[src/design/lcs_pkg.sv]
// Shared types, codes and constants for the compacting list store.
package lcs_pkg;

  // Storage depth default and register reset value
  localparam int unsigned DEF_MAX_ENTRIES = 256;
  localparam int unsigned CNT_W           = 9;
  localparam int unsigned IDX_W           = 8;
  localparam int unsigned WORD_W          = 32;
  localparam logic [CNT_W-1:0] CAP_RESET  = 9'd256;

  // Command codes
  typedef enum logic [1:0] {
    OP_APPEND = 2'd0,
    OP_REMOVE = 2'd1,
    OP_WRITE  = 2'd2,
    OP_READ   = 2'd3
  } op_t;

  // Result status codes
  typedef enum logic [1:0] {
    ST_OK    = 2'd0,
    ST_FULL  = 2'd1,
    ST_RANGE = 2'd2
  } status_t;

  // Control broadcast from the sequencer to every entry cell
  typedef struct packed {
    logic              app_en;  // append at position == cnt
    logic              rem_en;  // shift down at positions >= idx
    logic              wr_en;   // overwrite at position == idx
    logic              ld_rd;   // copy entries into the read chain
    logic              sh_rd;   // move the read chain one cell toward cell 0
    logic [IDX_W-1:0]  idx;
    logic [CNT_W-1:0]  cnt;
    logic [WORD_W-1:0] value;
  } lcs_ctl_t;

endpackage

[src/design/lcs_cell.sv]
// One entry cell: holds a word and one stage of the read chain.
module lcs_cell #(
  parameter int unsigned POS_W = 8
) (
  input  logic                            clk,
  input  lcs_pkg::lcs_ctl_t               ctl,
  input  logic [POS_W-1:0]                pos,
  input  logic [lcs_pkg::WORD_W-1:0]      nxt_data,
  input  logic [lcs_pkg::WORD_W-1:0]      nxt_rd,
  output logic [lcs_pkg::WORD_W-1:0]      data,
  output logic [lcs_pkg::WORD_W-1:0]      rd
);
  import lcs_pkg::*;

  localparam int unsigned CMP_W = (POS_W > CNT_W) ? POS_W : CNT_W;

  logic [WORD_W-1:0] data_r, data_nxt;
  logic [WORD_W-1:0] rd_r, rd_nxt;
  logic [CMP_W-1:0]  pos_x, idx_x, cnt_x;

  assign pos_x = CMP_W'(pos);
  assign idx_x = CMP_W'(ctl.idx);
  assign cnt_x = CMP_W'(ctl.cnt);

  // Entry update: append at the tail, overwrite in place, or take the upper neighbor
  always_comb begin
    data_nxt = data_r;
    priority if (ctl.app_en && (pos_x == cnt_x)) begin
      data_nxt = ctl.value;
    end else if (ctl.wr_en && (pos_x == idx_x)) begin
      data_nxt = ctl.value;
    end else if (ctl.rem_en && (pos_x >= idx_x)) begin
      data_nxt = nxt_data;
    end
  end

  // Read chain: snapshot the entry, then pass words down toward cell 0
  always_comb begin
    rd_nxt = rd_r;
    priority if (ctl.ld_rd) begin
      rd_nxt = data_r;
    end else if (ctl.sh_rd) begin
      rd_nxt = nxt_rd;
    end
  end

  always_ff @(posedge clk) begin
    data_r <= data_nxt;
    rd_r   <= rd_nxt;
  end

  assign data = data_r;
  assign rd   = rd_r;

endmodule

[config.mk]
export PLATFORM = sky130hd
export DESIGN_NAME = lcs_cell
export DESIGN_NICKNAME = d
export VERILOG_FILES = /design/src/design/lcs_pkg.sv /design/src/design/lcs_cell.sv
export SDC_FILE = /design/constraint.sdc
export NUM_CORES = 1
export LEC_CHECK = 0
export ABC_AREA = 1
export BUFFER_PORTS_ARGS = -buffer_cell sky130_fd_sc_hd__buf_4
export CORE_MARGIN = 8
export CORE_UTILIZATION = 46
export DETAILED_ROUTE_END_ITERATION = 12
export PLACE_DENSITY = 0.87
export SLEW_MARGIN = 20
export SYNTH_ARGS = -nofsm -noshare
export SYNTH_HDL_FRONTEND = slang
export SYNTH_SLANG_ARGS = --single-unit
[constraint.sdc]
create_clock -name clk -period 3.9 [get_ports clk]
set_clock_uncertainty 0.2 [all_clocks]
set_input_delay 0.585 -clock clk [delete_from_list [all_inputs] [get_ports clk]]
set_output_delay 0.585 -clock clk [all_outputs]
set_load 0.03 [all_outputs]
* After elaboration in Yosys (flattened, before gate mapping)
Cells that the tools add are included.
Storage, ports and cells: bits in registers 64, bits of input ports 127, word-level logic and storage cells 15, output and inout port bits 64
Cells by class: equality and inequality tests 2, reductions and logical operators 5, order comparisons 1, multiplexer cells 5
Operators by type and width (count):
- two-way mux 32 bit | 5
- == test 8 x 9 -> 1 bit | 1
- == test 8 bit | 1
- greater-or-equal comparator 8 bit | 1
- logical AND 1 bit | 3
- nonzero test 3 bit | 1
- nonzero test 2 bit | 1

* Depth between registers and ports, before layout
Gate-level depths: netlist of the first run.
depth in word-level cells 5, gate-level depth with buffers 11

* Worst setup path before layout of the first run
No wires, ideal clock.
path type input -> register, start point input port ctl[48] (netlist name), end point register data_r[0] (netlist: data[0]), enable pin, path buffers 1, data arrival time 2198 ps, data required time 3139 ps, setup slack 941 ps, stages 7, library setup time 561 ps, cell sequence inv_1 > ha_1 > nand2_1 > nor2_2 > nand3_2 > clkbuf_1 > nand3_1
On the way: cells in the longest elaborated chain, start to end 3, elaborated cells between the ends (all ways) 5, those cells by class order compare: 1; eq/ne: 1; reduce/logical: 3
Ends and longest elaborated chain:
- start, declared | RTL line lcs_cell.sv:6 | input lcs_pkg::lcs_ctl_t ctl,
- greater-or-equal comparator 8 bit / == test 8 bit (equally long branches) | RTL line lcs_cell.sv:32, lcs_cell.sv:30
- logical AND 1 bit, on equally long branches | RTL line lcs_cell.sv:32, lcs_cell.sv:30
- nonzero test 3 bit (no line) *
- end signal, assigned | RTL line lcs_cell.sv:48 | data_r <= data_nxt;
- end, declared | RTL line lcs_cell.sv:17 | logic [WORD_W-1:0] data_r, data_nxt;
Mark *: on every way between the ends. The rest lies on a longest branch, timed or not. A chain may end at the register's enable or synchronous reset.

* Final worst setup path of the first run
start point input port ctl[48] (netlist name), end point register data_r[1] (netlist: data[1]), enable pin
Same word-level chain as after synthesis.

==> reports/qor.csv, run 1 <==
metric,value,unit
status,completed,
synth_most_common_cell,nand2_1,
clk-insertion-delay-late,0.32,ns
gr-usage-met1,0.206,
cts-hold-fix-buffers,0,
p_clk_frac,0.295,
setup_viol,0,
layout.nets,767,
synthArstFlopShare,0,
netlist_instances,451,
max_freq,398,MHz
htreeDepth,3,
avgSynthCellArea,8.35,um^2
comb_power_share,0.264,
ys.warnings.count,0,
start_kind,input port,
rsz0062_at_grt,false,
seq_power_share,0.441,
hold_viol,0,
rr_endpoint,rd[31],
timing.critical_path.mode_cell,nand2_1,
layout-drive-gt1-share,0.392,
via_per_inst,4.85,
hp-class,input port to flop,
arrival,2.12,ns
cts.sinks,64,
drv_slew,0,
worst_slack,1.39,ns
globalRouteTotalUtil,0.207,
drtIter0Drc,174,
end_kind,flop,
synth_seq_cells,64,
gp_congestion,0.850,
synth_fp_nets,586,
die_w,106,um
drc,0,
ys.flop_type,edfxtp_1,
placed_area,5200,um^2
cts_resized,0,
overflow,0,
fin_crit,2.51,ns
grt_pass1_vias,3841,
grt_max_degree,65,
setup_tns,0,ns
fin_cells,741,
cp_slowest_stage_delay,0.62,ns
synth_edf_count,64,
cts_setup_buffers,0,
cts_root_buf,clkbuf_8,
yosys.area.top_type,edfxtp_1,
power-per-cell-area,371,nW/um^2
die_area,11300,um^2
vias,3594,
slew-limit-headroom,0.348,
post-place-ws,1.03,ns
syn_area,3770,um^2
p_int,1.42,mW
fin_area,5410,um^2
diodes,0,
r2r_start,data[31],
initial_utilization,0.465,
antenna_found_initial,0,
reg2reg_depth,2,
yosysTopAreaCellShare,0.510,
clkTransAtPathRegs,0.07,ns
yosys-top-cells-area,"edfxtp_1, nand2_1, nor2_1, o21ai_2, inv_1",
crit_fanout,32,
use_met3,0.0581,
ir_drop,0.267,mV
startpoint,ctl[48],
path_cells,buf_4 -> inv_1 -> ha_1 -> nand2_1 -> nor2_2 -> nand2_1 -> nand2_1 -> nor2_1 -> nand2_1 -> nand2_1 -> nand3_2,
r2r_setup_slack,2.87,ns
gr-max-usage-layer,met2,
grtUsageMet2,0.381,
die_y,106,um
wl_per_cell,15.9,um
place_inst,726,
switching_share,0.292,
cts_buffers,9,
max_cap_viol_count,0,
finalCritPeriodShare,0.644,
wl,11.8,mm
whs,0.324,ns
coreArea,8090,um^2
cp-endpoint,data[1],
post-dp-hpwl,9.01,mm
cp_data_required_time,3.51,ns
crit_slowest_cell,nand3_2,
grt_pass1_wl,18.7,mm
seq_area_frac_synth,0.510,
cellLeakagePower,2.73,nW
cts_tree,built,
power_switching,586,uW
synth.distinct_cells,22,
num_rows,33,
worstMarginPinSlew,0.976,ns
area_growth,43.5,%
worstSetupPathType,input port to flop,
synth_common_cells,"nand2_1, nor2_1, edfxtp_1, inv_1, nor3_1",
ios,191,
drt_pass1_iterations,4,
numPortBuffers,190,
clock_path_buffers,2,
antenna_left,0,
==> power by group through the flow <==
stage / clock, mW / combinational [mW] / sequential, mW
after detailed placement: 0 / 0.533 / 0.898
final: 0.591 / 0.529 / 0.883
after floorplan: 0 / 0.133 / 1.04
after global routing: 0.626 / 0.568 / 0.890
after global placement: 0 / 0.520 / 0.895
after CTS: 0.598 / 0.535 / 0.883
==> registers in the layout (all words and copies together), names as in the netlist <==
register and flops:
data 32, rd 32
==> worst max-delay path: cells and delay by family <==
family	cells	cell delay, ns
AND/OR/NAND/NOR	8	1.11
adder cells (fa/ha/maj)	1	0.29
buffers and inverters	2	0.11
==> metal layers <==
metal	vias up	routed length, um
met1	1624	4040
met5	-	0
met4	0	303
met2	159	6370
met3	20	1060
li1	1791	-
==> kinds of logic (layout without fill, tap and decap cells) <==
group / count (synthesis) / in the layout / share of synthesized area
adders and majority gates: 8 / 8 / 0.0266
and+or+nand+nor: 264 / 264 / 0.293
buffers and inverters: 76 / 261 / 0.0917
DFF: 64 / 64 / 0.510
AOI/OAI and AO/OA: 36 / 36 / 0.0714
xor gates and xnor gates: 3 / 3 / 0.00698
==> metrics by stage <==
step / total power [mW] / util
floorplan: 1.17 / -
global placement: 1.41 / 0.643
detailed placement: 1.43 / 0.643
CTS: 2.02 / 0.668
global route: 2.08 / 0.668
finish: 2.00 / 0.668
==> cells in the final DEF (no fill, tap or decap), types with 2 or more instances in the layout <==
master	Yosys	routed
xnor2_1	3	3
inv_1	52	52
edfxtp_1	64	64
nor3_1	32	32
clkbuf_8	0	9
ha_1	8	8
a21oi_1	3	3
nand2_1	142	142
o21ai_1	9	9
nor2_1	70	70
nand3_2	2	3
clkinv_1	0	2
buf_4	2	193
bufinv_16	0	2
nand2_2	10	10
nor2_2	4	4
o21ai_2	23	23
==> how the worst min path moves through the flow <==
| stage | start | endpoint | slack, ns | depth (start not counted) |
|---|---|---|---|---|
| 2_1_floorplan | data[30] | rd[30] | 0.53 | 2 |
| 3_3_place_gp | data[2] | rd[2] | 0.33 | 2 |
| 3_5_place_dp | data[14] | rd[14] | 0.34 | 2 |
| 4_1_cts | nxt_rd[28] | rd[28] | 0.31 | 3 |
| 5_1_grt | nxt_rd[25] | rd[25] | 0.31 | 3 |
| 6_report | nxt_rd[25] | rd[25] | 0.32 | 3 |
==> area by class of cell <==
cell class              instances  area (um^2)
fillers                       658         2690
flip-flops and latches         64         1920
multi-input cells             311         1500
repair buffers                193         1450
inverters                      53          199
well taps                     105          131
clock buffers                  10          128
clock inverters                 5         72.6
No activity file was read; power rests on OpenSTA's default activity.
==> run 2: changes to the inputs <==
==> constraint.sdc (replaced) <==
create_clock -name clk -period 2.6 [get_ports clk]
set_clock_uncertainty 0.2 [all_clocks]
set_input_delay 0.39 -clock clk [delete_from_list [all_inputs] [get_ports clk]]
set_output_delay 0.39 -clock clk [all_outputs]
set_load 0.03 [all_outputs]
==> run 2 against run 1 <==
Cell count up 0.81%. Via count grew 0.92%. Global-route usage is essentially flat. Combinational power up 52%. Largest power group unchanged. Highest routed layer unchanged.
==> reports/qor.csv, run 2 (synthesis results as in run 1) <==
metric,value,unit
area_growth,47.6,%
cts_tree,built,
seqCellArea,1920,um^2
cts_resized,0,
place_inst,731,
setup_viol,0,
p_clk_frac,0.366,
max_cap_viol_count,0,
gp_congestion,0.811,
antenna_found_initial,0,
drc,0,
cp_data_required_time,2.48,ns
drv_slew,0,
critPathBufInv,2,
finalCritPeriodShare,0.744,
clock_path_buffers,2,
htreeDepth,3,
fillers,647,
grt_pass1_vias,3813,
switching_share,0.273,
hold_viol,0,
seq_power_share,0.393,
wl_per_cell,15.8,um
hp-class,input port to flop,
final_cell_mix,"buf_4, nand2_1, nor2_1",
die_y,106,um
coreArea,8090,um^2
drtIter0Drc,151,
crit_slowest_cell,ha_1,
overflow,0,
wl,11.8,mm
ir_drop,0.343,mV
crit_fanout,24,
cp_top_family,simple AND/OR/NAND/NOR gates,
die_area,11300,um^2
cts-hold-fix-buffers,0,
arrival,1.82,ns
antenna_left,0,
setup_tns,0,ns
status,completed,
fin_crit,1.93,ns
start_kind,input port,
power-per-cell-area,603,nW/um^2
slew-limit-headroom,0.366,
cellLeakagePower,2.80,nW
worstMarginPinSlew,0.951,ns
via_per_inst,4.86,
numPortBuffers,190,
cts_setup_buffers,0,
initial_utilization,0.465,
diodes,0,
worstSetupPathType,input port to flop,
path_cells,buf_4 -> ha_1 -> nand2_1 -> nor2_2 -> nand3_2 -> buf_4 -> nand2_1 -> o21ai_1 -> nor2_1 -> nor2_1,
layout.nets,772,
vias,3627,
power_switching,916,uW
end_kind,flop,
grt_max_degree,35,
power,3.35,mW
cp_slowest_stage_delay,0.29,ns
p_int,2.44,mW
post-dp-hpwl,9.08,mm
layout-drive-gt1-share,0.402,
die_w,106,um
grt_pass1_wl,18.6,mm
max_freq,517,MHz
cts_buffers,9,
rsz0062_at_grt,false,
globalRouteTotalUtil,0.207,
num_rows,33,
fin_cells,747,
cts.sinks,64,
multi_input_area,1500,um^2
clkTransAtPathRegs,0.08,ns
layout_commonest_cell,buf_4,
cts_root_buf,clkbuf_8,
comb_power_share,0.240,
clk-insertion-delay-late,0.33,ns
ios,191,
drt_pass1_iterations,4,
-- run 2: cell count changes in the layout (fill, tap and decap cells not counted), sizes merged --
| cell | previous run | this run |
|---|---|---|
| bufinv | 2 | 5 |
| buf | 193 | 198 |
| clkinv | 3 | 2 |
| clkbuf | 10 | 9 |
-- run 2: worst paths after layout --
check	cells after the start	from	to	slack [ns]
max	10	pos[7]	data[29]	0.67
max reg2reg	2	data[0]	rd[0]	1.57
min reg2reg	2	data[1]	rd[1]	0.35
min	3	nxt_rd[26]	rd[26]	0.13
-- run 2: worst register-to-register path, cell delays in order, from the launching register on --
cell and delay, ns:
edfxtp_1 0.43, nand2_1 0.10, nand2_1 0.06
-- run 2: power groups by stage --
stage / clock network [mW] / registers [mW] / logic, mW
final: 1.23 / 1.32 / 0.806
after CTS: 1.25 / 1.32 / 0.813
after global routing: 1.29 / 1.33 / 0.863
after floorplan: 0 / 1.55 / 0.200
after global placement: 0 / 1.34 / 0.791
after detailed placement: 0 / 1.34 / 0.810
-- run 2: layer usage --
metal	GRT usage	wire length (um)	vias up
met5	0	0	-
met4	0.0714	155	0
met3	0.0629	956	12
met2	0.377	6290	149
met1	0.221	4420	1667
li1	-	-	1799
-- run 2: cell type report --
| type | instances | area share |
|---|---|---|
| Clock inverter | 7 | 0.0302 |
| Inverter | 53 | 0.0358 |
| Sequential cell | 64 | 0.346 |
| Timing Repair Buffer | 198 | 0.272 |
| Tap cell | 105 | 0.0236 |
| Clock buffer | 9 | 0.0223 |
| Multi-Input combinational cell | 311 | 0.271 |
-- run 2: through the flow --
step	hold slack [ns]	cell area, um^2	setup WS [ns]	util
6_report	0.128	5560	0.666	0.687
5_1_grt	0.112	5560	0.565	0.687
4_1_cts	0.102	5560	0.685	0.687
3_5_place_dp	0.343	5270	0.365	0.651
3_3_place_gp	0.333	5270	0.436	0.651
2_1_floorplan	0.369	3770	0.233	-
